--- src/hw/rtl/adsd_pkg.sv ---
// Shared types, codes and tables for the ADPCM sound device.
// Used by every module under hw/rtl; depends on nothing.
package adsd_pkg;

  localparam int FIFO_DEPTH = 1024;
  localparam int PTR_W      = $clog2(FIFO_DEPTH);
  localparam int CNT_W      = $clog2(FIFO_DEPTH + 1);
  localparam int RATE_W     = 18;
  localparam int PHASE_W    = 32;
  localparam int SIG_W      = 12;
  localparam int POS_W      = 6;
  localparam int STEP_W     = 11;
  localparam int SAMPLE_W   = 15;

  localparam logic [RATE_W-1:0]  DEFAULT_RATE = RATE_W'(15625);
  localparam logic [POS_W-1:0]   STEP_POS_MAX = POS_W'(48);
  localparam logic signed [SIG_W-1:0] SIG_MIN = -SIG_W'(2048);
  localparam logic signed [SIG_W-1:0] SIG_MAX = SIG_W'(2047);

  // Input kinds
  localparam logic [1:0] KIND_CMD    = 2'd0;
  localparam logic [1:0] KIND_DATA   = 2'd1;
  localparam logic [1:0] KIND_STATUS = 2'd2;
  localparam logic [1:0] KIND_TICK   = 2'd3;

  // Command bits
  localparam int CMD_STOP_BIT = 0;
  localparam int CMD_PLAY_BIT = 1;

  // Register indexes
  localparam logic REG_OUTPUT_RATE = 1'b0;
  localparam logic REG_SOURCE_RATE = 1'b1;

  typedef struct packed {
    logic [1:0] kind;
    logic [7:0] value;
  } item_t;

  typedef struct packed {
    logic signed [SAMPLE_W-1:0] sample;
    logic                       busy_res;
  } result_t;

  // Work handed from the control stage to the decode stage
  typedef enum logic [2:0] {
    OP_NONE,
    OP_CLEAR,
    OP_STATUS,
    OP_ZERO,
    OP_HOLD,
    OP_UNDER,
    OP_DEC_HIGH,
    OP_DEC_LOW
  } op_code_t;

  typedef struct packed {
    op_code_t op;
    logic     busy;
  } stage_op_t;

  typedef struct packed {
    logic             we;
    logic [PTR_W-1:0] waddr;
    logic [7:0]       wdata;
    logic             re;
    logic [PTR_W-1:0] raddr;
  } ram_ctl_t;

  function automatic logic [STEP_W-1:0] step_size(input logic [POS_W-1:0] pos);
    logic [STEP_W-1:0] s;
    case (pos)
      6'd0:  s = 11'd16;   6'd1:  s = 11'd17;   6'd2:  s = 11'd19;
      6'd3:  s = 11'd21;   6'd4:  s = 11'd23;   6'd5:  s = 11'd25;
      6'd6:  s = 11'd28;   6'd7:  s = 11'd31;   6'd8:  s = 11'd34;
      6'd9:  s = 11'd37;   6'd10: s = 11'd41;   6'd11: s = 11'd45;
      6'd12: s = 11'd50;   6'd13: s = 11'd55;   6'd14: s = 11'd60;
      6'd15: s = 11'd66;   6'd16: s = 11'd73;   6'd17: s = 11'd80;
      6'd18: s = 11'd88;   6'd19: s = 11'd97;   6'd20: s = 11'd107;
      6'd21: s = 11'd118;  6'd22: s = 11'd130;  6'd23: s = 11'd143;
      6'd24: s = 11'd157;  6'd25: s = 11'd173;  6'd26: s = 11'd190;
      6'd27: s = 11'd209;  6'd28: s = 11'd230;  6'd29: s = 11'd253;
      6'd30: s = 11'd279;  6'd31: s = 11'd307;  6'd32: s = 11'd337;
      6'd33: s = 11'd371;  6'd34: s = 11'd408;  6'd35: s = 11'd449;
      6'd36: s = 11'd494;  6'd37: s = 11'd544;  6'd38: s = 11'd598;
      6'd39: s = 11'd658;  6'd40: s = 11'd724;  6'd41: s = 11'd796;
      6'd42: s = 11'd876;  6'd43: s = 11'd963;  6'd44: s = 11'd1060;
      6'd45: s = 11'd1166; 6'd46: s = 11'd1282; 6'd47: s = 11'd1411;
      default: s = 11'd1552;
    endcase
    return s;
  endfunction

  // Index move: -1 for small magnitudes, 2/4/6/8 for large ones
  function automatic logic signed [4:0] step_move(input logic [2:0] mag);
    logic signed [4:0] m;
    if (mag[2]) begin
      m = $signed({2'b00, mag[1:0], 1'b0}) + 5'sd2;
    end else begin
      m = -5'sd1;
    end
    return m;
  endfunction

endpackage

--- src/hw/rtl/adsd_ctrl.sv ---
// Control stage: rate registers, play state, FIFO pointers, phase and nibble phase.
// Depends on adsd_pkg; drives the FIFO RAM and hands an op to adsd_decode.
module adsd_ctrl import adsd_pkg::*; (
  input  logic              clk,
  input  logic              rst,
  input  logic              accept,
  input  item_t             item,
  input  logic              cfg_we,
  input  logic              cfg_index,
  input  logic [RATE_W-1:0] cfg_data,
  output stage_op_t         op,
  output ram_ctl_t          ram
);

  logic [RATE_W-1:0]  output_rate;
  logic [RATE_W-1:0]  source_rate;
  logic               playing, playing_next;
  logic [PTR_W-1:0]   read_pointer, read_pointer_next;
  logic [CNT_W-1:0]   fill_count, fill_count_next;
  logic               low_pending, low_pending_next;
  logic [PHASE_W-1:0] phase, phase_next;

  logic [PHASE_W-1:0] phase_sum;
  logic [PTR_W+1:0]   wsum;
  logic [RATE_W-1:0]  cfg_val;

  assign phase_sum = phase + PHASE_W'(source_rate);
  assign wsum      = (PTR_W+2)'(read_pointer) + (PTR_W+2)'(fill_count);
  assign cfg_val   = (cfg_data == '0) ? DEFAULT_RATE : cfg_data;

  always_comb begin
    playing_next      = playing;
    read_pointer_next = read_pointer;
    fill_count_next   = fill_count;
    low_pending_next  = low_pending;
    phase_next        = phase;
    op.op             = OP_NONE;
    op.busy           = 1'b0;
    ram.we            = 1'b0;
    ram.wdata         = item.value;
    ram.re            = 1'b0;
    ram.raddr         = read_pointer;
    if (wsum >= (PTR_W+2)'(FIFO_DEPTH)) begin
      ram.waddr = PTR_W'(wsum - (PTR_W+2)'(FIFO_DEPTH));
    end else begin
      ram.waddr = PTR_W'(wsum);
    end

    if (accept) begin
      case (item.kind)
        KIND_CMD: begin
          if (item.value[CMD_STOP_BIT]) begin
            playing_next      = 1'b0;
            read_pointer_next = '0;
            fill_count_next   = '0;
            low_pending_next  = 1'b0;
            phase_next        = '0;
            op.op             = OP_CLEAR;
          end else if (item.value[CMD_PLAY_BIT]) begin
            playing_next = 1'b1;
          end
        end
        KIND_DATA: begin
          // Drop the byte when full
          if (fill_count < CNT_W'(FIFO_DEPTH)) begin
            ram.we          = 1'b1;
            fill_count_next = fill_count + 1'b1;
          end
        end
        KIND_STATUS: begin
          op.op   = OP_STATUS;
          op.busy = playing && (fill_count != '0);
        end
        default: begin
          if (!playing) begin
            op.op = OP_ZERO;
          end else if (phase_sum < PHASE_W'(output_rate)) begin
            phase_next = phase_sum;
            op.op      = OP_HOLD;
          end else begin
            phase_next = phase_sum - PHASE_W'(output_rate);
            if (low_pending) begin
              low_pending_next = 1'b0;
              op.op            = OP_DEC_LOW;
            end else if (fill_count == '0) begin
              op.op = OP_UNDER;
            end else begin
              ram.re           = 1'b1;
              low_pending_next = 1'b1;
              fill_count_next  = fill_count - 1'b1;
              if (read_pointer == PTR_W'(FIFO_DEPTH - 1)) begin
                read_pointer_next = '0;
              end else begin
                read_pointer_next = read_pointer + 1'b1;
              end
              op.op = OP_DEC_HIGH;
            end
          end
        end
      endcase
    end

    // The user must write rates only while idle; the block does not enforce it. Rate writes restart the phase
    if (cfg_we) begin
      phase_next = '0;
    end
  end

  always_ff @(posedge clk) begin
    if (rst) begin
      output_rate  <= DEFAULT_RATE;
      source_rate  <= DEFAULT_RATE;
      playing      <= 1'b0;
      read_pointer <= '0;
      fill_count   <= '0;
      low_pending  <= 1'b0;
      phase        <= '0;
    end else begin
      playing      <= playing_next;
      read_pointer <= read_pointer_next;
      fill_count   <= fill_count_next;
      low_pending  <= low_pending_next;
      phase        <= phase_next;
      if (cfg_we) begin
        case (cfg_index)
          REG_OUTPUT_RATE: output_rate <= cfg_val;
          REG_SOURCE_RATE: source_rate <= cfg_val;
          default: ;
        endcase
      end
    end
  end

`ifndef SYNTHESIS
  a_fill_bound: assert property (@(posedge clk) disable iff (rst)
    fill_count <= CNT_W'(FIFO_DEPTH))
    else $error("fill count above FIFO depth");

  a_ptr_bound: assert property (@(posedge clk) disable iff (rst)
    read_pointer < PTR_W'(FIFO_DEPTH - 1) || read_pointer == PTR_W'(FIFO_DEPTH - 1))
    else $error("read pointer out of range");

  a_no_read_empty: assert property (@(posedge clk) disable iff (rst)
    ram.re |-> (fill_count != '0 && !low_pending && playing))
    else $error("FIFO read while empty or nibble pending");

  a_stop_clears: assert property (@(posedge clk) disable iff (rst)
    (op.op == OP_CLEAR && !cfg_we) |=> (fill_count == '0 && !playing && !low_pending))
    else $error("stop left run state behind");
`endif

endmodule

--- config.mk ---
export PLATFORM = sky130hd
export DESIGN_NAME = adsd_ctrl
export DESIGN_NICKNAME = d
export VERILOG_FILES = /design/src/hw/rtl/adsd_pkg.sv /design/src/hw/rtl/adsd_ctrl.sv
export SDC_FILE = /design/constraint.sdc
export NUM_CORES = 1
export LEC_CHECK = 0
export ABC_AREA = 1
export BUFFER_PORTS_ARGS = -buffer_cell sky130_fd_sc_hd__buf_2
export CAP_MARGIN = 20
export CELL_PAD_IN_SITES_DETAIL_PLACEMENT = 2
export CELL_PAD_IN_SITES_GLOBAL_PLACEMENT = 2
export CORE_ASPECT_RATIO = 1.1
export CORE_MARGIN = 2
export CORE_UTILIZATION = 36
export CTS_CLUSTER_DIAMETER = 100
export DETAILED_ROUTE_END_ITERATION = 12
export PLACE_DENSITY_LB_ADDON = 0.1
export SLEW_MARGIN = 20
export SYNTH_ARGS = -nofsm -noshare
export SYNTH_HDL_FRONTEND = slang
export SYNTH_SLANG_ARGS = --single-unit
--- constraint.sdc ---
create_clock -name clk -period 6.72 [get_ports clk]
set_clock_uncertainty 0.15 [all_clocks]
set_input_delay 0.336 -clock clk [delete_from_list [all_inputs] [get_ports clk]]
set_output_delay 0.336 -clock clk [all_outputs]
set_load 0.005 [all_outputs]
# == After elaboration in Yosys (flattened, before gate mapping) ==
# Index checks and enable logic that the tools add are counted.
# classes
addsub,7
bitwise,3
n_eq_ne,11
n_reduce_logical,18
order_cmp,3
n_mux,43
# op_table
operator,n
$mux 32,3
$mux 10,7
$mux 11,6
$pmux 32 s2,1
$pmux 11 s3,1
$add 32x18->32,1
$lt 32x18->1,1
$sub 32x18->32,1
$pmux 10 s2,1
$logic_not 18->1,1
$mux 18,1
$mux 1,16
$add 10x11->12,1
$ge 12x11->1 const B,1
$add 11x1->11 const B,1
$logic_not 11->1,1
$lt 11x11->1 const B,1
$reduce_bool 11->1,1
$sub 11x1->11 const B,1
$add 10x1->10 const B,1
$eq 10x10->1 const B,1
$sub 10x1->10 const B,1
$ne 3x1->1 const B,3
$pmux 3 s3,1
other kinds (21),31
# word_totals
elab_cells,92
register_bits,91
in_bits,33

# == Longest topological paths before layout ==
# depth
word_depth,7
ltp_mapped,26

# == Worst setup path after synthesis ==
# OpenSTA, ideal clock, no wires.
# synth_path
path_kind,register to output
startpoint,register source_rate[0]
endpoint,output ram[10] in the netlist's numbering
setup_slack_ns,3.040
t_required_ns,6.234
arrival_time_ns,3.194
path_stages_with_launch,24
path_cell_list,dfxtp_1 ha_1 inv_1 fa_1 inv_1 nand2_1 nand2_1 and2_1 xor2_1 ha_1 nand2_1 nor2_1 nand2_1 nand2_1 nand3_1 nand2_1 nand3_1 nand3_1 nor2_2 nand2_2 buf_4 buf_2 inv_1 nor4_1
# synth_rtl
item,line_no,rtl
"start, declared",adsd_ctrl.sv:16,logic [RATE_W-1:0] source_rate;
"start signal, assigned",adsd_ctrl.sv:127,REG_SOURCE_RATE: source_rate <= cfg_val;
"end, declared",adsd_ctrl.sv:12,output ram_ctl_t ram

==> results.py <==
metrics = {
    "outcome": {
        "outcome": "completed",
    },
    "timing": {
        "tns_ns": 0,
        "fmax_mhz": 185,
        "min_period_over_period": 0.806,
        "fin_crit_ns": 5.42,
        "rsz0062_at_grt": "false",
        "slew_violations": 0,
        "relSlewSlack": 0.411,
        "setup_viol": 0,
        "final_hold_viol_count": 0,
        "tightest_slew_ns": 0.882,
    },
    "yosys": {
        "yosysTopAreaCell": "dfxtp_1",
        "synth_top_cell_area_share": 0.221,
        "syn_area_per_cell_um2": 6.09,
        "ys_ff_latch": 91,
        "yosysUniqueCellTypes": 44,
        "syn-cell-area_um2": 8230,
        "yosysSeqAreaShare": 0.221,
        "synth_area_leaders": "dfxtp_1 (22%), nand2_1 (18%), ha_1 (9.3%), inv_1 (8.3%), a21oi_1 (7.7%)",
        "ys.warnings.count": 0,
        "synth_cells": 1351,
        "synth_nets": 1449,
    },
    "clock_tree": {
        "cts_made_buffers": 9,
        "clock-sinks": 91,
        "cts-root-buf": "clkbuf_16",
        "clk_pin_slew_worst_paths_ns": 0.07,
        "clk_latency_ns": 0.37,
        "cts_tree": "done",
        "clockBufferDepth": 2,
        "post-cts-setup-buffers": 0,
        "cts.htree.levels": 3,
        "cts_resized": 0,
        "hold_buffers": 0,
    },
    "drt": {
        "first_iter_violations": 359,
        "antenna_left": 0,
        "dr.max_layer_used": "met4",
        "wl_per_cell_um": 18.7,
        "met3_length_um": 771,
        "routed-via-count": 8941,
        "wl_met2_mm": 15.0,
        "wirelength_mm": 31.6,
        "met1Wirelength_mm": 15.3,
        "drc": 0,
        "vias_per_cell": 5.30,
        "firstDrtPassIters": 4,
    },
    "layout": {
        "seq_area_um2": 1820,
        "final_common_cell": "nand2_1",
        "multi_input_area_um2": 5480,
        "drive_above_1_share": 0.0902,
        "nFillCells": 2949,
        "num-nets-final": 1479,
        "finalInstanceArea_um2": 9030,
        "final_cell_mix": "nand2_1 (400), inv_1 (181), a21oi_1 (126)",
        "num_antenna_cells": 0,
        "syn2layout_area_growth_pct": 9.66,
    },
    "setup_path": {
        "crit_buf_inv": 4,
        "worstPathArrival_ns": 4.93,
        "path_max_fanout": 43,
        "path_cells": "ha_1 > inv_1 > fa_1 > inv_1 > nand2_1 > nand2_1 > and2_1 > nand2_1 > nand3_2 > xor2_1 > ha_1 > nand2_1 > nor2_1 > a21oi_1 > nand2_1 > nand3_1 > nand3_1 > nor2_2 > nand2_2 > buf_4 > a21oi_1 > a22oi_1 > buf_2",
        "crit_path_frequent_cell": "nand2_1",
        "setup.worst_path.start_class": "register",
        "cp-startpoint": "phase[0]",
        "r2r_setup_slack_ns": 1.89,
        "required_ns": 6.23,
        "cp_top_family": "simple AND/OR/NAND/NOR gates",
        "critPathSlowestCell": "buf_4",
        "reg2reg_from": "phase[0]",
        "critPathKind": "register to output pin",
        "reg2reg_depth": 23,
        "r2r_end": "phase[31]",
        "endpoint_kind": "output pin",
        "crit_path_max_incr_delay_ns": 0.45,
    },
    "floorplan": {
        "die_x_um": 148,
        "start_util": 0.364,
        "io_pins": 67,
        "die-area_um2": 24100,
        "rows": 58,
        "dieHeight_um": 163,
        "coreArea_um2": 22600,
    },
    "worst_hold_path": {
        "holdCritStartpoint": "cfg_data[4]",
        "min_path_type": "input port to register",
        "hold_end": "source_rate[4]",
        "hold_depth": 3,
    },
    "pwr": {
        "power.density_nw_per_um2": 194,
        "seqPwrFrac": 0.336,
        "peakVddDrop_mv": 0.131,
        "p_switching_uw": 681,
        "p_sw_frac": 0.388,
        "clockPowerShare": 0.322,
        "p_leak_uw": 0.00454,
        "power.internal_uw": 1070,
        "combPwrFrac": 0.342,
    },
    "grt": {
        "grt.total_usage": 0.271,
        "grt_pass1_wl_mm": 51.4,
        "antenna_found_initial": 0,
        "grt_max_degree": 44,
        "grt.overflow.total": 0,
        "grt_pass1_vias": 9665,
    },
    "flow_run": {
        "drv_cap": 0,
    },
    "placement": {
        "place_congestion": 0.864,
        "io_buffers": 54,
        "place_hpwl_mm": 25.9,
        "post_dp_cell_area_um2": 8710,
    },
}
-- cells by family (layout without fill, tap and decap cells) --
kind of cell | after synthesis | in the layout | synth area share
buffers and inverters | 231 | 266 | 0.114
adder cells (fa/ha/maj) | 65 | 65 | 0.102
XOR/XNOR | 46 | 46 | 0.0489
AO/OA/AOI/OAI | 226 | 226 | 0.149
flip-flops | 91 | 91 | 0.221
AND/OR/NAND/NOR | 692 | 692 | 0.364
-- sequential cells by signal (all words and copies together), names as in the netlist --
name          cells
fill_count       11
low_pending       1
output_rate      18
phase            32
playing           1
read_pointer     10
source_rate      18
-- synth_stat cells (all sizes together) --
library cell  count
nand2           411
inv             189
a21oi           127
nor2            123
dfxtp            91
nand3            91
ha               61
o21ai            61
xor2             30
clkbuf           24
nand4            23
o211ai           18
buf              17
nor3             16
xnor2            16
nor4              7
nand3b            6
a31oi             5
or2               5
a21o              4
and2              4
fa                4
and3              3
nor3b             3
o21bai            3
a211oi            2
a21boi            2
o2111ai           2
a22oi             1
clkinv            1
o211a             1
-- per-stage QoR --
step	worst slack, ns	util	hold slack (ns)	instances	power (uW)
2_1_floorplan	3.04	-	0.285	1351	1040
3_3_place_gp	1.86	0.384	0.308	1670	1170
3_5_place_dp	1.74	0.385	0.313	1670	1190
4_1_cts	1.33	0.399	0.0843	1686	1770
5_1_grt	0.892	0.399	0.114	1686	1870
6_report	1.30	0.399	0.0930	1686	1750
-- worst register-to-register path, cell delays in order (launching register included) --
cell	delay, ns
dfxtp_1	0.34
ha_1	0.27
inv_1	0.09
fa_1	0.39
inv_1	0.12
nand2_1	0.08
nand2_1	0.08
and2_1	0.24
nand2_1	0.10
nand3_2	0.12
xor2_1	0.32
ha_1	0.26
nand2_1	0.13
nor2_1	0.27
nand4_1	0.12
o21ai_0	0.36
nand3_1	0.14
o21ai_0	0.55
nor2_1	0.20
nand2_1	0.11
nand2_1	0.05
nand2_1	0.05
nand3_1	0.09
a21oi_1	0.15
-- layer usage --
| layer | GRT usage | vias up |
|---|---|---|
| li1 | - | 4418 |
| met1 | 0.366 | 4392 |
| met2 | 0.463 | 102 |
| met3 | 0.0272 | 29 |
| met4 | 0.0719 | 0 |
| met5 | 0 | - |
-- cell type report --
type                    instances  share of cell area
clock buffers                  11              0.0280
well taps                     300              0.0416
clock inverters                 5             0.00748
flip-flops and latches         91               0.202
multi-input cells            1029               0.607
inverters                     190              0.0790
repair buffers                 60              0.0349
-- how the worst max path moves through the flow --
stage	to	slack [ns]	depth (start not counted)
floorplan	ram[10]	3.04	23
global placement	op[1]	1.86	23
detailed placement	op[1]	1.74	23
CTS	op[1]	1.33	23
global route	op[1]	0.89	23
finish	op[1]	1.30	23
-- power groups by stage --
stage / clock (uW) / combinational, uW / sequential, uW
2_1_floorplan: 0 / 447 / 588
3_3_place_gp: 0 / 570 / 601
3_5_place_dp: 0 / 593 / 601
4_1_cts: 577 / 600 / 589
5_1_grt: 593 / 681 / 592
6_report: 565 / 599 / 589
Power figures use the tool's default switching activity.
