<file path="config.mk">
export PLATFORM = sky130hd
export DESIGN_NAME = adsd_decode
export DESIGN_NICKNAME = d
export VERILOG_FILES = /design/src/hw/rtl/adsd_pkg.sv /design/src/hw/rtl/adsd_decode.sv
export SDC_FILE = /design/constraint.sdc
export NUM_CORES = 1
export LEC_CHECK = 0
export BUFFER_PORTS_ARGS = -buffer_cell sky130_fd_sc_hd__buf_2
export CAP_MARGIN = 5
export CELL_PAD_IN_SITES_DETAIL_PLACEMENT = 1
export CELL_PAD_IN_SITES_GLOBAL_PLACEMENT = 2
export CORE_MARGIN = 2
export CORE_UTILIZATION = 40
export DETAILED_ROUTE_END_ITERATION = 12
export PLACE_DENSITY = 0.87
export SKIP_LAST_GASP = 1
export SYNTH_ARGS = -nofsm -noshare
export SYNTH_HDL_FRONTEND = slang
export SYNTH_SLANG_ARGS = --single-unit
</file>
<file path="constraint.sdc">
create_clock -name clk -period 19.9 [get_ports clk]
set_clock_uncertainty 0.1 [all_clocks]
set_input_delay 1.99 -clock clk [delete_from_list [all_inputs] [get_ports clk]]
set_output_delay 1.99 -clock clk [all_outputs]
set_load 0.02 [all_outputs]
</file>
<file path="src/hw/rtl/adsd_pkg.sv">
// Shared types, codes and tables for the ADPCM sound device.
// Used by every module under hw/rtl; depends on nothing.
package adsd_pkg;

  localparam int FIFO_DEPTH = 1024;
  localparam int PTR_W      = $clog2(FIFO_DEPTH);
  localparam int CNT_W      = $clog2(FIFO_DEPTH + 1);
  localparam int RATE_W     = 18;
  localparam int PHASE_W    = 32;
  localparam int SIG_W      = 12;
  localparam int POS_W      = 6;
  localparam int STEP_W     = 11;
  localparam int SAMPLE_W   = 15;

  localparam logic [RATE_W-1:0]  DEFAULT_RATE = RATE_W'(15625);
  localparam logic [POS_W-1:0]   STEP_POS_MAX = POS_W'(48);
  localparam logic signed [SIG_W-1:0] SIG_MIN = -SIG_W'(2048);
  localparam logic signed [SIG_W-1:0] SIG_MAX = SIG_W'(2047);

  // Input kinds
  localparam logic [1:0] KIND_CMD    = 2'd0;
  localparam logic [1:0] KIND_DATA   = 2'd1;
  localparam logic [1:0] KIND_STATUS = 2'd2;
  localparam logic [1:0] KIND_TICK   = 2'd3;

  // Command bits
  localparam int CMD_STOP_BIT = 0;
  localparam int CMD_PLAY_BIT = 1;

  // Register indexes
  localparam logic REG_OUTPUT_RATE = 1'b0;
  localparam logic REG_SOURCE_RATE = 1'b1;

  typedef struct packed {
    logic [1:0] kind;
    logic [7:0] value;
  } item_t;

  typedef struct packed {
    logic signed [SAMPLE_W-1:0] sample;
    logic                       busy_res;
  } result_t;

  // Work handed from the control stage to the decode stage
  typedef enum logic [2:0] {
    OP_NONE,
    OP_CLEAR,
    OP_STATUS,
    OP_ZERO,
    OP_HOLD,
    OP_UNDER,
    OP_DEC_HIGH,
    OP_DEC_LOW
  } op_code_t;

  typedef struct packed {
    op_code_t op;
    logic     busy;
  } stage_op_t;

  typedef struct packed {
    logic             we;
    logic [PTR_W-1:0] waddr;
    logic [7:0]       wdata;
    logic             re;
    logic [PTR_W-1:0] raddr;
  } ram_ctl_t;

  function automatic logic [STEP_W-1:0] step_size(input logic [POS_W-1:0] pos);
    logic [STEP_W-1:0] s;
    case (pos)
      6'd0:  s = 11'd16;   6'd1:  s = 11'd17;   6'd2:  s = 11'd19;
      6'd3:  s = 11'd21;   6'd4:  s = 11'd23;   6'd5:  s = 11'd25;
      6'd6:  s = 11'd28;   6'd7:  s = 11'd31;   6'd8:  s = 11'd34;
      6'd9:  s = 11'd37;   6'd10: s = 11'd41;   6'd11: s = 11'd45;
      6'd12: s = 11'd50;   6'd13: s = 11'd55;   6'd14: s = 11'd60;
      6'd15: s = 11'd66;   6'd16: s = 11'd73;   6'd17: s = 11'd80;
      6'd18: s = 11'd88;   6'd19: s = 11'd97;   6'd20: s = 11'd107;
      6'd21: s = 11'd118;  6'd22: s = 11'd130;  6'd23: s = 11'd143;
      6'd24: s = 11'd157;  6'd25: s = 11'd173;  6'd26: s = 11'd190;
      6'd27: s = 11'd209;  6'd28: s = 11'd230;  6'd29: s = 11'd253;
      6'd30: s = 11'd279;  6'd31: s = 11'd307;  6'd32: s = 11'd337;
      6'd33: s = 11'd371;  6'd34: s = 11'd408;  6'd35: s = 11'd449;
      6'd36: s = 11'd494;  6'd37: s = 11'd544;  6'd38: s = 11'd598;
      6'd39: s = 11'd658;  6'd40: s = 11'd724;  6'd41: s = 11'd796;
      6'd42: s = 11'd876;  6'd43: s = 11'd963;  6'd44: s = 11'd1060;
      6'd45: s = 11'd1166; 6'd46: s = 11'd1282; 6'd47: s = 11'd1411;
      default: s = 11'd1552;
    endcase
    return s;
  endfunction

  // Index move: -1 for small magnitudes, 2/4/6/8 for large ones
  function automatic logic signed [4:0] step_move(input logic [2:0] mag);
    logic signed [4:0] m;
    if (mag[2]) begin
      m = $signed({2'b00, mag[1:0], 1'b0}) + 5'sd2;
    end else begin
      m = -5'sd1;
    end
    return m;
  endfunction

endpackage

</file>
<file path="src/hw/rtl/adsd_decode.sv">
// Decode stage: ADPCM decoder state, held sample and the output register.
// Depends on adsd_pkg; takes ops from adsd_ctrl and bytes from adsd_fifo_ram.
module adsd_decode import adsd_pkg::*; (
  input  logic       clk,
  input  logic       rst,
  input  logic       accept,
  input  stage_op_t  op_in,
  input  logic [7:0] rdata,
  output logic       item_stall,
  output logic       result_valid,
  input  logic       result_stall,
  output result_t    result
);

  logic                       s2_valid;
  stage_op_t                  s2;
  logic                       out_ready;
  logic                       take;

  logic [7:0]                 held_byte;
  logic signed [SIG_W-1:0]    signal_level, signal_next;
  logic [POS_W-1:0]           step_pos, step_pos_next;
  logic signed [SAMPLE_W-1:0] held_sample;

  logic [3:0]                 nib;
  logic [STEP_W-1:0]          step;
  logic [SIG_W-1:0]           diff;
  logic signed [SIG_W+1:0]    sig_sum;
  logic signed [7:0]          pos_sum;
  logic                       is_dec;

  assign out_ready  = !result_valid || !result_stall;
  assign take       = s2_valid && out_ready;
  assign item_stall = s2_valid && !out_ready;
  assign is_dec     = (s2.op == OP_DEC_HIGH) || (s2.op == OP_DEC_LOW);

  always_comb begin
    nib  = (s2.op == OP_DEC_HIGH) ? rdata[7:4] : held_byte[3:0];
    step = step_size(step_pos);
    diff = SIG_W'(step >> 3);
    if (nib[2]) diff = diff + SIG_W'(step);
    if (nib[1]) diff = diff + SIG_W'(step >> 1);
    if (nib[0]) diff = diff + SIG_W'(step >> 2);
    if (nib[3]) begin
      sig_sum = (SIG_W+2)'(signal_level) - $signed({2'b00, diff});
    end else begin
      sig_sum = (SIG_W+2)'(signal_level) + $signed({2'b00, diff});
    end
    if (sig_sum < (SIG_W+2)'(SIG_MIN)) begin
      signal_next = SIG_MIN;
    end else if (sig_sum > (SIG_W+2)'(SIG_MAX)) begin
      signal_next = SIG_MAX;
    end else begin
      signal_next = SIG_W'(sig_sum);
    end
    pos_sum = $signed({2'b00, step_pos}) + 8'(step_move(nib[2:0]));
    if (pos_sum < 0) begin
      step_pos_next = '0;
    end else if (pos_sum > $signed({2'b00, STEP_POS_MAX})) begin
      step_pos_next = STEP_POS_MAX;
    end else begin
      step_pos_next = POS_W'(pos_sum);
    end
  end

  always_ff @(posedge clk) begin
    if (rst) begin
      s2_valid     <= 1'b0;
      result_valid <= 1'b0;
      held_byte    <= '0;
      signal_level <= '0;
      step_pos     <= '0;
      held_sample  <= '0;
    end else begin
      if (accept) begin
        s2_valid <= 1'b1;
      end else if (take) begin
        s2_valid <= 1'b0;
      end
      if (out_ready) begin
        result_valid <= take && (s2.op != OP_NONE) && (s2.op != OP_CLEAR);
      end
      if (take) begin
        result.busy_res <= s2.busy;
        result.sample   <= '0;
        case (s2.op)
          OP_CLEAR: begin
            signal_level <= '0;
            step_pos     <= '0;
            held_sample  <= '0;
          end
          OP_HOLD: begin
            result.sample <= held_sample;
          end
          OP_UNDER: begin
            held_sample <= '0;
          end
          OP_DEC_HIGH, OP_DEC_LOW: begin
            signal_level  <= signal_next;
            step_pos      <= step_pos_next;
            held_sample   <= {signal_next, 3'b000};
            result.sample <= {signal_next, 3'b000};
            if (s2.op == OP_DEC_HIGH) begin
              held_byte <= rdata;
            end
          end
          default: ;
        endcase
      end
    end
  end

  always_ff @(posedge clk) begin
    if (accept) begin
      s2 <= op_in;
    end
  end

`ifndef SYNTHESIS
  a_pos_bound: assert property (@(posedge clk) disable iff (rst)
    step_pos <= STEP_POS_MAX)
    else $error("step index above table range");

  a_clear_zero: assert property (@(posedge clk) disable iff (rst)
    (take && s2.op == OP_CLEAR) |=> (held_sample == '0 && signal_level == '0))
    else $error("clear left decoder state behind");

  a_status_zero: assert property (@(posedge clk) disable iff (rst)
    (result_valid && result.busy_res) |-> (result.sample == '0))
    else $error("status result carries a sample");

  a_dec_tracks: assert property (@(posedge clk) disable iff (rst)
    (take && is_dec) |=> (held_sample == {signal_level, 3'b000}))
    else $error("held sample out of step with signal level");
`endif

endmodule
</file>
---- Yosys cells after proc, flatten, opt, wreduce, memory -nomap -nowiden ----
Memories as Yosys holds them, arrays and structs flattened. A register that Yosys moved wholly into a read port is not among the register bits.
Cells that the tools add are included.
cells by class
  $add $sub $neg .......................... 7
  magnitude comparators ................... 4
  equal/unequal tests ..................... 6
  multiplexer cells ....................... 18
  bitwise operators ....................... 1
  reduce and logical (&&, ||, !) cells .... 18
operators with widths
  cell                  number
  $mux 12               5
  $pmux 15 s2           2
  $mux 6                4
  $pmux 12 s2           1
  $add 12x13->14        1
  $gt 14x12->1 const B  1
  $lt 14x12->1 const B  1
  $mux 14               1
  $sub 12x13->14        1
  $add 12x10->12        1
  $add 12x9->12         1
  $add 8x11->12         1
  $eq 3x3->1 const B    4
  $pmux 6 s2            1
  $add 7x5->8           1
  $gt 8x7->1 const B    1
  $lt 8x1->1 const B    1
  $reduce_and 2->1      3
  $reduce_bool 2->1     3
  $mux 5                1
  $add 3x2->4 const B   1
  $logic_and 1x1->1     4
  $mux 4                1
  $reduce_or 2->1       2
  8 further kinds       11
word-level totals
  flip-flop bits (word level) ............. 59
  ROM bits ................................ 704
  input bits .............................. 16
  output and inout port bits .............. 18
  logic and storage cells ................. 65
  memories ................................ 1
memories
  name             words  bits a word  read ports  clocked after memory_dff  wr ports  line            RTL
  (no name shown)  64     11           1           1                         0         adsd_pkg.sv:71  case (pos)

---- Logic depth before layout (Yosys ltp) ----
Gate-level depths: netlist of the first run.
  word-level depth ........................ 13
  mapped depth ............................ 38
  depth with buffers taken out ............ 36

---- Worst setup path after synthesis of the first run ----
Ideal clock, no wire load.
  path type ............................... input to register
  start point ............................. in rdata[6]
  end point ............................... reg result[14] in the netlist's numbering, data pin
  arrival ................................. 8,992 ps
  required time ........................... 19,666 ps
  slack ................................... 10,674 ps
  stages .................................. 37
  cell sequence ........................... and4b_1 -> a21o_1 -> buf_6 -> inv_2 -> mux2_2 -> ha_1 -> fa_1 -> nand3_1 -> nand2_1 -> a21boi_0 -> xnor2_1 -> mux2_2 -> ha_1 -> nand2_1 -> o21ai_0 -> and3_1 -> nor3_1 -> a211o_1 -> nor3_2 -> nand3_1 -> mux2i_1 -> o22ai_1 -> xnor2_1 -> ha_1 -> o21ai_0 -> o21bai_1 -> nor3_1 -> a21oi_1 -> a21oi_1 -> o311ai_2 -> nor2_1 -> a2111o_1 -> or3_1 -> buf_6 -> buf_6 -> nand2_1 -> a32o_1
between the ends
  cells in the longest elaborated chain, start to end .. 12
RTL lines
  item                                              line                                  RTL
  start: declaration                                adsd_decode.sv:8                      input logic [7:0] rdata,
  $mux 4 *                                          adsd_decode.sv:38                     nib = (s2.op == OP_DEC_HIGH) ? rdata[7:4] : held_byte[3:0];
  $mux 12 *                                         adsd_decode.sv:41                     if (nib[2]) diff = diff + SIG_W'(step);
  $add 12x10->12                                    adsd_decode.sv:42                     if (nib[1]) diff = diff + SIG_W'(step >> 1);
  $mux 12 *                                         adsd_decode.sv:42
  $add 12x9->12                                     adsd_decode.sv:43                     if (nib[0]) diff = diff + SIG_W'(step >> 2);
  $mux 12 *                                         adsd_decode.sv:43
  $add 12x13->14 or $sub 12x13->14 (tied branches)  adsd_decode.sv:47, adsd_decode.sv:45
  $mux 14 *                                         adsd_decode.sv:44                     if (nib[3]) begin
  $gt 14x12->1                                      adsd_decode.sv:51                     end else if (sig_sum > (SIG_W+2)'(SIG_MAX)) begin
  $mux 12                                           adsd_decode.sv:51
  $mux 12 *                                         adsd_decode.sv:49                     if (sig_sum < (SIG_W+2)'(SIG_MIN)) begin
  $pmux 15 s2 *                                     adsd_decode.sv:86                     case (s2.op)
  end: declaration                                  adsd_decode.sv:12                     output result_t result
Every way passes the cells marked *; elsewhere a longest branch is shown, timed or not.
A chain may end at the register's enable or synchronous reset.

---- Worst setup path after layout of the first run ----
  start point ............................. in rdata[6]
  end point ............................... reg result[4] in the netlist's numbering, data pin
Same word-level chain as after synthesis.

==> results.md, run 1 <==
* Run status: completed
* Initial Util at 40.50%
* Post-synth ARST share at 0%
* Post-Synth Simple-Gate Area at 19.65%
* Gr busiest metal: met2
* Core Region at 15,770 sq um
* Post-route clock period utilization at 53.39%
* Clock H-tree levels at 3
* Synthesized instance count at 797
* Final setup margin at 9276 ps
* Placer Congestion at 0.8377
* Switching portion of total power at 27.57%
* Hold Path Class: flop to flop
* Post-DP HPWL at 15.28 mm
* Die Y at 130.4 um
* Largest family of logic cells by synthesized area: compound AO/OA/AOI/OAI gates
* Post-synth EDFFs at 17
* Starting DRT DRC Count at 262
* Reg power frac at 38.7%
* Comb power frac at 15.7%
* Total inserted antenna cells at 0
* Switching pwr at 99.83 uW
* First-pass GRT wire length at 31.78 mm
* Layout net count at 893
* Clock buffer depth at 2
* Worst skew pair latency at 330 ps
* ANT nets after route at 0
* Routed length per instance at 18.87 um
* Die width at 130.4 um
* Post-Route WL at 19.51 mm
* Hold Crit Depth at 0
* Synth Cell Area at 6387 sq um
* Register area at 1451 sq um
* Max-cap violations at 0
* DRC at 0
* Max-slew headroom at 16.52%
* Worst-path fanout max at 20
* Post-DP Area at 6684 sq um
* Area occupied by multi-input gates at 4619 sq um
* Via count at 6,090
* RSZ-0062 raised after global routing: false
* Pint at 262.2 uW
* Largest net degree at the start of global routing at 25
* Input/output buffers at 30
* Seq cells post-synth at 64
* Power Total at 362.1 uW
* Final setup fails at 0
* Reg2reg end: result[4]$_DFFE_PP_
* Hold EP: result[0]$_DFFE_PP_
* Worst path required time at 19,990 ps
* CP arrival at 10,720 ps
* Met2 Use GR at 43.33%
* Root Buffer: clkbuf_16
* All-Layer GR Usage at 23.47%
* CP Class: input pin to flop
* Share of cells above drive strength 1 at 11.00%
* Reg-to-reg slack, setup at 10,400 ps
* P per Cell Area at 51.72 nW/um^2
* Post-Synth Adder-Cell Area at 13.12%
* Die Area at 17,000 sq um
* Post-CTS Resized at 0
* Synth cell types at 89
* Fillers at 1,957
* Min-Delay Startpoint: s2[0]$_DFFE_PP_
* Final Util at 44.39%
* Layout area overhead at 9.598%
* Total gr overflow at 0
* Met3 capacity usage during global routing at 3.731%
* GRT met1 Usage at 28.35%
* Top FF cell, synth: dfxtp_1
* Worst setup EP type: flop
* F_max at 94.13 MHz
* Vias in the first global route at 6,269
* Final Instance Area at 7000 sq um
* First-pass iteration count of the detailed router at 4
* Synthesized area per cell at 8.014 sq um
* Num CTS Buffers at 9
* Synth Area in Compound Gates at 29.68%
* Via-to-Cell Ratio at 5.890
* Crit path largest cell delay at 620 ps
* Fin. Hold Viols at 0
* Reg clk slew, reported paths at 60 ps
* Pre-CTS setup slack at 8949 ps
* Final min period at 10,620 ps
* Reg2reg start: s2[1]$_DFFE_PP_
* Setup crit start kind: input pin
* Clock sink count at 64
* TritonCTS clock tree: yes
* Row Count at 46
* Slowest-stage cell, CP: or3_1
* Worst slew pin tran at 1252 ps
* Number of hold buffers added after cts at 0
* Worst r2r path cells at 32
* Xor/xnor share of the synthesized area at 5.857%
* Leak at 0.003013 uW
* Post-CTS Setup Bufs at 0
* Mux cell area share after synthesis at 3.839%
* Fin. max-slew vios at 0
* Max IR drop VDD at 0.03740 mV
* Io pins at 34
* Clock power share at 45.7%
* Initial antenna violation count at 0
* Yosys warnings at 0
* Setup TNS at 0 ps
* Register area share after synthesis at 22.72%
-- registers in the layout, indices dropped and copies added (netlist names) --
register and count:
step 11, result 13, s2_valid 1, signal_level 12
s2 4, held_sample 12, held_byte 4, step_pos 6
result_valid 1
-- power groups by stage --
| stage | registers, uW | clock network, uW | logic (uW) |
|---|---|---|---|
| after floorplan | 143 | 0 | 42.5 |
| after global placement | 143 | 0 | 54.0 |
| after global routing | 140 | 174 | 62.6 |
| after CTS | 140 | 167 | 56.7 |
| after detailed placement | 143 | 0 | 55.9 |
| final | 140 | 165 | 56.7 |
-- cells in the mapped netlist (6+ instances only) --
| cell type | instances | area, sq um |
|---|---|---|
| clkbuf_1 | 16 | 60.06 |
| nor3_1 | 18 | 90.09 |
| mux2_2 | 6 | 67.56 |
| o211ai_1 | 11 | 82.58 |
| a32oi_1 | 10 | 87.58 |
| a21oi_1 | 59 | 295.3 |
| nand2_1 | 95 | 356.6 |
| dfxtp_1 | 47 | 940.9 |
| o31ai_1 | 7 | 52.55 |
| a31oi_1 | 10 | 62.56 |
| ha_1 | 59 | 738.2 |
| inv_1 | 34 | 127.6 |
| xnor2_1 | 27 | 236.5 |
| a21o_1 | 17 | 127.6 |
| a32o_1 | 13 | 130.1 |
| nor2b_1 | 10 | 62.56 |
| nor2_1 | 63 | 236.5 |
| xor2_1 | 12 | 105.1 |
| o21ai_0 | 50 | 250.2 |
| a211oi_1 | 11 | 82.58 |
| nand3_1 | 9 | 45.04 |
| o21ai_1 | 20 | 100.1 |
| edfxtp_1 | 17 | 510.5 |
| mux2i_1 | 14 | 140.1 |
| nand2b_1 | 10 | 62.56 |
| o21a_1 | 8 | 60.06 |
| and2_1 | 19 | 118.9 |
-- routing by layer --
layer / wire length (um) / share of wire [%]
met5: 0 / 0
met2: 9865 / 51
met4: 342 / 1.8
met1: 8756 / 45
met3: 548 / 2.8
-- cell families after synthesis --
group                      count (synthesis)
other                                      1
adders and majority gates                 64
and+or+nand+nor                          260
DFF                                       64
xor gates and xnor gates                  41
AOI/OAI and AO/OA                        274
buffers and inverters                     71
muxes                                     22
-- critical path: cells and delay by family --
| family | cells | cell delay, ps |
|---|---|---|
| xor gates and xnor gates | 1 | 120 |
| adders and majority gates | 4 | 1320 |
| and+or+nand+nor | 8 | 2010 |
| muxes | 3 | 880 |
| buffers and inverters | 3 | 490 |
| AOI/OAI and AO/OA | 14 | 3870 |
-- metrics by stage --
| stage | std cells | hold WS [ps] |
|---|---|---|
| global route | 1034 | 331.0 |
| detailed placement | 1018 | 307.5 |
| floorplan | 799 | 300.3 |
| global placement | 1018 | 302.6 |
| CTS | 1034 | 320.8 |
| finish | 1034 | 319.4 |
-- how the worst max path moves through the flow --
stage / start / to / cells after the start / slack (ps)
after detailed placement: rdata[6] / held_sample[3]$_SDFFE_PP0P_ / 33 / 8950
final: rdata[6] / result[4]$_DFFE_PP_ / 33 / 9280
after global placement: rdata[6] / result[13]$_DFFE_PP_ / 33 / 9400
after global routing: rdata[6] / result[4]$_DFFE_PP_ / 33 / 8600
after floorplan: rdata[6] / result[14]$_DFFE_PP_ / 37 / 10670
after CTS: rdata[6] / result[4]$_DFFE_PP_ / 33 / 9270
-- area by class of cell --
cell class | instances | area share, %
clock buffers | 10 | 3.575
clock inverters | 6 | 0.9473
inverters | 38 | 2.109
multi-input cells | 664 | 65.99
flip-flops and latches | 64 | 20.73
well taps | 216 | 3.861
repair buffers | 36 | 2.788
-- cells in the final DEF, fill, tap and decap left out, types with 9 or more instances in the layout --
cell,count
o21ai_1,20
a211oi_1,11
nor2_1,63
a21o_1,17
edfxtp_1,17
a32o_1,13
dfxtp_1,47
nand3_1,9
a31oi_1,10
ha_1,59
a21oi_1,59
o21ai_0,50
mux2i_1,14
xnor2_1,27
nand2b_1,10
o211ai_1,11
a32oi_1,10
inv_1,34
nand2_1,95
and2_1,19
clkbuf_16,10
nor2b_1,10
xor2_1,12
nor3_1,18
buf_2,30
(Power assumes the default switching activity.)
==> run 2: changes to the inputs <==
--- a/config.mk
+++ b/config.mk
@@ -5,14 +5,15 @@
 export SDC_FILE = /design/constraint.sdc
 export NUM_CORES = 1
 export LEC_CHECK = 0
+export ABC_AREA = 1
 export BUFFER_PORTS_ARGS = -buffer_cell sky130_fd_sc_hd__buf_2
 export CAP_MARGIN = 5
 export CELL_PAD_IN_SITES_DETAIL_PLACEMENT = 1
 export CELL_PAD_IN_SITES_GLOBAL_PLACEMENT = 2
 export CORE_MARGIN = 2
-export CORE_UTILIZATION = 40
+export CORE_UTILIZATION = 32
 export DETAILED_ROUTE_END_ITERATION = 12
-export PLACE_DENSITY = 0.87
+export PLACE_DENSITY = 0.81
 export SKIP_LAST_GASP = 1
 export SYNTH_ARGS = -nofsm -noshare
 export SYNTH_HDL_FRONTEND = slang
==> constraint.sdc (replaced) <==
create_clock -name clk -period 8.9 [get_ports clk]
set_clock_uncertainty 0.1 [all_clocks]
set_input_delay 0.89 -clock clk [delete_from_list [all_inputs] [get_ports clk]]
set_output_delay 0.89 -clock clk [all_outputs]
set_load 0.02 [all_outputs]
==> run 2 against run 1 <==
Count of clock-buffer cells in the layout unchanged. First-iteration DRC count shrank 15%. Critical endpoint is now result[6]$_DFFE_PP_. Global-route usage down 5.0 points. Worst hold slack better by 11 ps. Critical path depth rose by 6. Register-to-register slack worse by 8400 ps. Non-clock buffer count down 5. Via count up 1.9%. Final cell count rose by 23%.
==> results.md, run 2 <==
* Layout area overhead at 10.05%
* All-Layer GR Usage at 18.47%
* Input/output buffers at 30
* Worst path required time at 8890 ps
* RSZ-0062 raised after global routing: false
* Leak at 0.003682 uW
* Post-DP HPWL at 15.34 mm
* F_max at 143.5 MHz
* First-pass iteration count of the detailed router at 4
* TritonCTS clock tree: yes
* Clock buffer depth at 2
* Area contributors post-synth: nand2_1 18%, dfxtp_1 15%, ha_1 12%, edfxtp_1 8.0%, inv_1 7.3%
* Row Count at 51
* Setup TNS at 0 ps
* Switching pwr at 311.7 uW
* Post-CTS Resized at 0
* Worst-path fanout max at 20
* Final min period at 6967 ps
* Starting DRT DRC Count at 222
* Die Area at 21,190 sq um
* Initial Util at 32.73%
* Fin. max-slew vios at 0
* Worst skew pair latency at 340 ps
* Slowest-stage cell, CP: fa_1
* Register with the most flip-flops: result
* Post-DP Area at 6751 sq um
* ANT nets after route at 0
* Worst hold margin at 330.6 ps
* Pre-CTS setup slack at 1577 ps
* Via-to-Cell Ratio at 4.864
* Final setup fails at 0
* Fin. Hold Viols at 0
* Reg clk slew, reported paths at 60 ps
* Clock H-tree levels at 3
* Core Region at 19,590 sq um
* Number of hold buffers added after cts at 0
* Total inserted antenna cells at 0
* Clock sink count at 64
* Comb power frac at 26.8%
* Placer Congestion at 0.8263
* Fin cells at 1,276
* Run status: completed
* Via count at 6,207
* Final Instance Area at 7057 sq um
* Post-synth top cells: 301 x nand2_1, 124 x inv_1, 78 x nand3_1
* DRC at 0
* Synth area leader: nand2_1
* Max reg flops at 13
* Routed length per instance at 14.76 um
* CP Class: input pin to flop
* Top-area cell type share of the netlist area at 17.62%
* Max-slew headroom at 35.49%
* CP dominant cell by count: nand2_1
* Crit path largest cell delay at 430 ps
* Total gr overflow at 0
* Max-cap violations at 0
* Hold Path Class: flop to flop
* Post-CTS Setup Bufs at 0
* Die width at 145.6 um
* Die Y at 145.6 um
* Placed Cells at 1,260
* Pint at 623.5 uW
* Most numerous cell in the Yosys netlist: nand2_1
* Post-Route WL at 18.84 mm
* CP arrival at 6960 ps
* Top FF cell, synth: dfxtp_1
* Switching portion of total power at 33.33%
* Initial antenna violation count at 0
* Synth Cell Area at 6412 sq um
* Register area share after synthesis at 22.63%
* Clock power share at 38.9%
* Vias in the first global route at 6,431
* Root Buffer: clkbuf_16
* Num CTS Buffers at 9
* Final setup margin at 1933 ps
* Fillers at 2,569
* Synth cell types at 53
* Commonest non-fill, non-tap cell in the layout: nand2_1
* Share of cells above drive strength 1 at 11.18%
* Setup crit start kind: input pin
* Worst setup EP type: flop
* Largest net degree at the start of global routing at 32
* Post-synth EDFFs at 17
* Top flop regs: result x13, held_sample x12, signal_level x12
* Synthesized instance count at 986
* Seq cells post-synth at 64
* Io pins at 34
* Reg power frac at 34.3%
* P per Cell Area at 132.5 nW/um^2
* Worst slew pin tran at 966.5 ps
* Post-synth ARST share at 0%
* Post-route clock period utilization at 78.28%
* Yosys warnings at 0
* First-pass GRT wire length at 32.15 mm
* Max IR drop VDD at 0.08547 mV
* Highest-count cells in the layout ignoring fill and taps: 301 x nand2_1, 124 x inv_1, 78 x nand3_1, 61 x a21oi_1, 59 x ha_1
* Synthesized area per cell at 6.503 sq um
* Layout net count at 1,086
-- run 2: kinds of logic (layout without fill, tap and decap cells) --
kind of cell             after synthesis  in the layout  share of synthesized area, %
other                                  1              3                       0.05848
XOR/XNOR                              29             29                         3.961
AND/OR/NAND/NOR                      511            511                         35.49
flip-flops                            64             64                         22.63
AO/OA/AOI/OAI                        160            160                         14.42
buffers and inverters                157            180                         10.36
adder cells (fa/ha/maj)               64             64                         13.07
-- run 2: final timing paths --
kind                   startpoint             endpoint  slack (ps)  depth (start not counted)
setup / recovery         rdata[6]  result[6]$_DFFE_PP_        1930                         39
hold / removal    s2[0]$_DFFE_PP_  result[0]$_DFFE_PP_         330                          0
setup reg to reg  step[3]$_DFF_P_  result[6]$_DFFE_PP_        1990                         43
hold reg to reg   s2[0]$_DFFE_PP_  result[0]$_DFFE_PP_         330                          0
-- run 2: cell type report --
cell class,count,area [sq um],area share (%)
multi-input combinational,767,4309,61.06
sequential,64,1451,20.57
inverter,133,501.7,7.110
tap,265,331.6,4.699
clock buffer,10,239.0,3.387
timing repair buffer,31,157.7,2.234
clock inverter,6,66.31,0.9397
-- run 2: worst max-delay path, delay by kind of cell --
kind,cells,cell delay [ps]
simple gates,21,2920
fa+ha+maj,4,1300
compound gates,6,1000
xor+xnor,3,470
buf+inv,5,360
-- run 2: through the flow --
step	util [%]	total power, uW
4_1_cts	36.02	946.9
5_1_grt	36.02	991.6
2_1_floorplan	-	528.5
3_3_place_gp	34.46	575.6
3_5_place_dp	34.46	578.6
6_report	36.02	935.1
-- run 2: power groups by stage --
stage	registers [uW]	clock network, uW	logic [uW]
final	321	363	251
after global routing	322	381	288
after CTS	321	372	254
after detailed placement	327	0	252
after global placement	327	0	249
after floorplan	328	0	201
-- run 2: routing by layer --
metal | GRT usage, % | share of wire, %
met4 | 3.725 | 0.74
met3 | 2.320 | 1.9
met1 | 25.83 | 52
met5 | 0 | 0
met2 | 30.66 | 45
==> run 3: changes to the inputs <==
--- a/config.mk
+++ b/config.mk
@@ -5,15 +5,15 @@
 export SDC_FILE = /design/constraint.sdc
 export NUM_CORES = 1
 export LEC_CHECK = 0
-export ABC_AREA = 1
+export ABC_AREA = 0
 export BUFFER_PORTS_ARGS = -buffer_cell sky130_fd_sc_hd__buf_2
 export CAP_MARGIN = 5
 export CELL_PAD_IN_SITES_DETAIL_PLACEMENT = 1
 export CELL_PAD_IN_SITES_GLOBAL_PLACEMENT = 2
 export CORE_MARGIN = 2
-export CORE_UTILIZATION = 32
+export CORE_UTILIZATION = 34
 export DETAILED_ROUTE_END_ITERATION = 12
-export PLACE_DENSITY = 0.81
+export PLACE_DENSITY = 0.79
 export SKIP_LAST_GASP = 1
 export SYNTH_ARGS = -nofsm -noshare
 export SYNTH_HDL_FRONTEND = slang
==> constraint.sdc (replaced) <==
create_clock -name clk -period 5.85 [get_ports clk]
set_clock_uncertainty 0.1 [all_clocks]
set_input_delay 0.585 -clock clk [delete_from_list [all_inputs] [get_ports clk]]
set_output_delay 0.585 -clock clk [all_outputs]
set_load 0.02 [all_outputs]
==> run 3 against run 2 <==
The run now ends with negative setup slack left. First-iteration DRC count is 32% higher. Die area is 6.1% lower. Worst setup slack worse by 3700 ps. Total power is 45% higher. Routed wire length is 33% higher. Flip-flop and latch count stayed put. Largest cell class unchanged.
==> results.md, run 3 (synthesized netlist as in run 1, its figures left out) <==
* Vias in the first global route at 7,875
* Worst hold margin at 326.0 ps
* Register area at 1459 sq um
* Final Util at 50.58%
* Register with the most flip-flops: result
* Clock sink count at 64
* Switching pwr at 391.9 uW
* Setup crit start kind: flop
* CP dominant cell by count: buf_4
* Layout area overhead at 47.13%
* Placer Congestion at 0.9305
* CP arrival at 7760 ps
* Die Area at 19,900 sq um
* Comb power frac at 22.6%
* Max-cap violations at 0
* Routed length per instance at 19.83 um
* ANT nets after route at 0
* Total inserted antenna cells at 0
* Input/output buffers at 30
* Final setup margin at -1808 ps
* Max IR drop VDD at 0.1332 mV
* Io pins at 34
* TritonCTS clock tree: yes
* Slowest-stage cell, CP: a2111o_1
* Commonest non-fill, non-tap cell in the layout: buf_4
* Worst slew pin tran at 1167 ps
* Max-slew headroom at 21.92%
* Row Count at 50
* Final min period at 7658 ps
* Worst setup EP type: flop
* Fillers at 2,224
* Highest-count cells in the layout ignoring fill and taps: 205 x buf_4, 86 x nand2_1, 61 x nor2_1, 45 x ha_1, 44 x a21oi_1
* Post-Route WL at 25.09 mm
* Top flop regs: result x13, held_sample x12, signal_level x12
* Share of cells above drive strength 1 at 39.96%
* Via-to-Cell Ratio at 5.637
* RSZ-0062 raised after global routing: true
* Run status: finished with violations
* Layout net count at 1,106
* DRC at 0
* Initial Util at 34.38%
* Root Buffer: clkbuf_16
* Setup TNS at -61,200 ps
* Clock buffer depth at 2
* Fin. Hold Viols at 0
* Reg clk slew, reported paths at 60 ps
* Worst path required time at 5950 ps
* Worst-path fanout max at 5
* Die width at 141.1 um
* Post-route clock period utilization at 130.9%
* Switching portion of total power at 28.89%
* Failing checks: negative setup slack
* Fin. max-slew vios at 0
* Initial antenna violation count at 0
* Largest net degree at the start of global routing at 25
* Leak at 0.004239 uW
* Pint at 964.7 uW
* Via count at 7,131
* Clock H-tree levels at 3
* Total gr overflow at 0
* Crit path largest cell delay at 530 ps
* CP Class: flop to flop
* Max reg flops at 13
* Reg power frac at 34.8%
* Starting DRT DRC Count at 292
* F_max at 130.6 MHz
* Post-DP HPWL at 18.10 mm
* Num CTS Buffers at 9
* Core Region at 18,580 sq um
* All-Layer GR Usage at 24.68%
* P per Cell Area at 144.4 nW/um^2
* Final setup fails at 36
* First-pass GRT wire length at 39.61 mm
* Area occupied by multi-input gates at 5354 sq um
* Hold Path Class: flop to flop
* First-pass iteration count of the detailed router at 5
* Worst skew pair latency at 340 ps
* Clock power share at 42.5%
* Die Y at 141.1 um
[run 3: cell types whose count changed in the layout (fill, tap and decap cells not counted), sizes merged, moves of 12 or more]
cell,change
a32o,+13
nand3,-77
a21o,+15
and2,+19
buf,+215
mux2i,+15
nand2,-229
inv,-91
xnor2,+18
a211oi,+12
[run 3: routing by layer]
| layer | GRT usage [%] | up-vias | wire (um) |
|---|---|---|---|
| li1 | - | 3404 | - |
| met1 | 27.26 | 3515 | 10090 |
| met2 | 47.65 | 145 | 13500 |
| met3 | 3.261 | 67 | 621 |
| met4 | 9.211 | 0 | 884 |
| met5 | 0 | - | 0 |
[run 3: layout make-up]
class                      count  area share (%)
clock inverter                 6          0.7456
clock buffer                  10           2.663
multi-input combinational    667           56.97
tap                          234           3.115
inverter                      38           1.598
timing repair buffer         246           19.38
sequential                    64           15.52
[run 3: worst paths after layout]
check	from	end	slack (ps)	cells after the start
max	s2[1]$_DFFE_PP_	result[6]$_DFFE_PP_	-1810	37
min reg2reg	s2[0]$_DFFE_PP_	result[0]$_DFFE_PP_	330	0
min	s2[0]$_DFFE_PP_	result[0]$_DFFE_PP_	330	0
max reg2reg	s2[1]$_DFFE_PP_	result[6]$_DFFE_PP_	-1810	37
[run 3: critical path, delay by kind of cell, from the launching register on]
kind            cells  cell delay (ps)
compound gates     12             2470
xor+xnor            3              400
fa+ha+maj           3              780
buf+inv             7              920
flops               1              410
mux                 2              600
simple gates       10             1800
[run 3: through the flow]
step / setup slack, ps / total power (uW) / instance area (sq um) / std cells
6_report: -1808 / 1357 / 9398 / 1265
5_1_grt: -2149 / 1403 / 9398 / 1265
4_1_cts: -1612 / 1337 / 9121 / 1254
3_5_place_dp: -1997 / 733.2 / 8175 / 1216
3_3_place_gp: -1689 / 722.0 / 8175 / 1216
2_1_floorplan: -1493 / 637.8 / 6500 / 799
[run 3: power groups by stage]
stage / sequential [uW] / clock (uW) / combinational [uW]
finish: 473 / 577 / 307
global route: 474 / 602 / 328
CTS: 473 / 582 / 281
detailed placement: 482 / 0 / 251
global placement: 482 / 0 / 240
floorplan: 486 / 0 / 152
[run 3: repair_timing]
item	CTS	global route
setup endpoints to repair	36	37
pin swaps	67	32
setup buffers	22	10
gates resized for setup	87	47
hold buffers	0	0
gates cloned	2	1
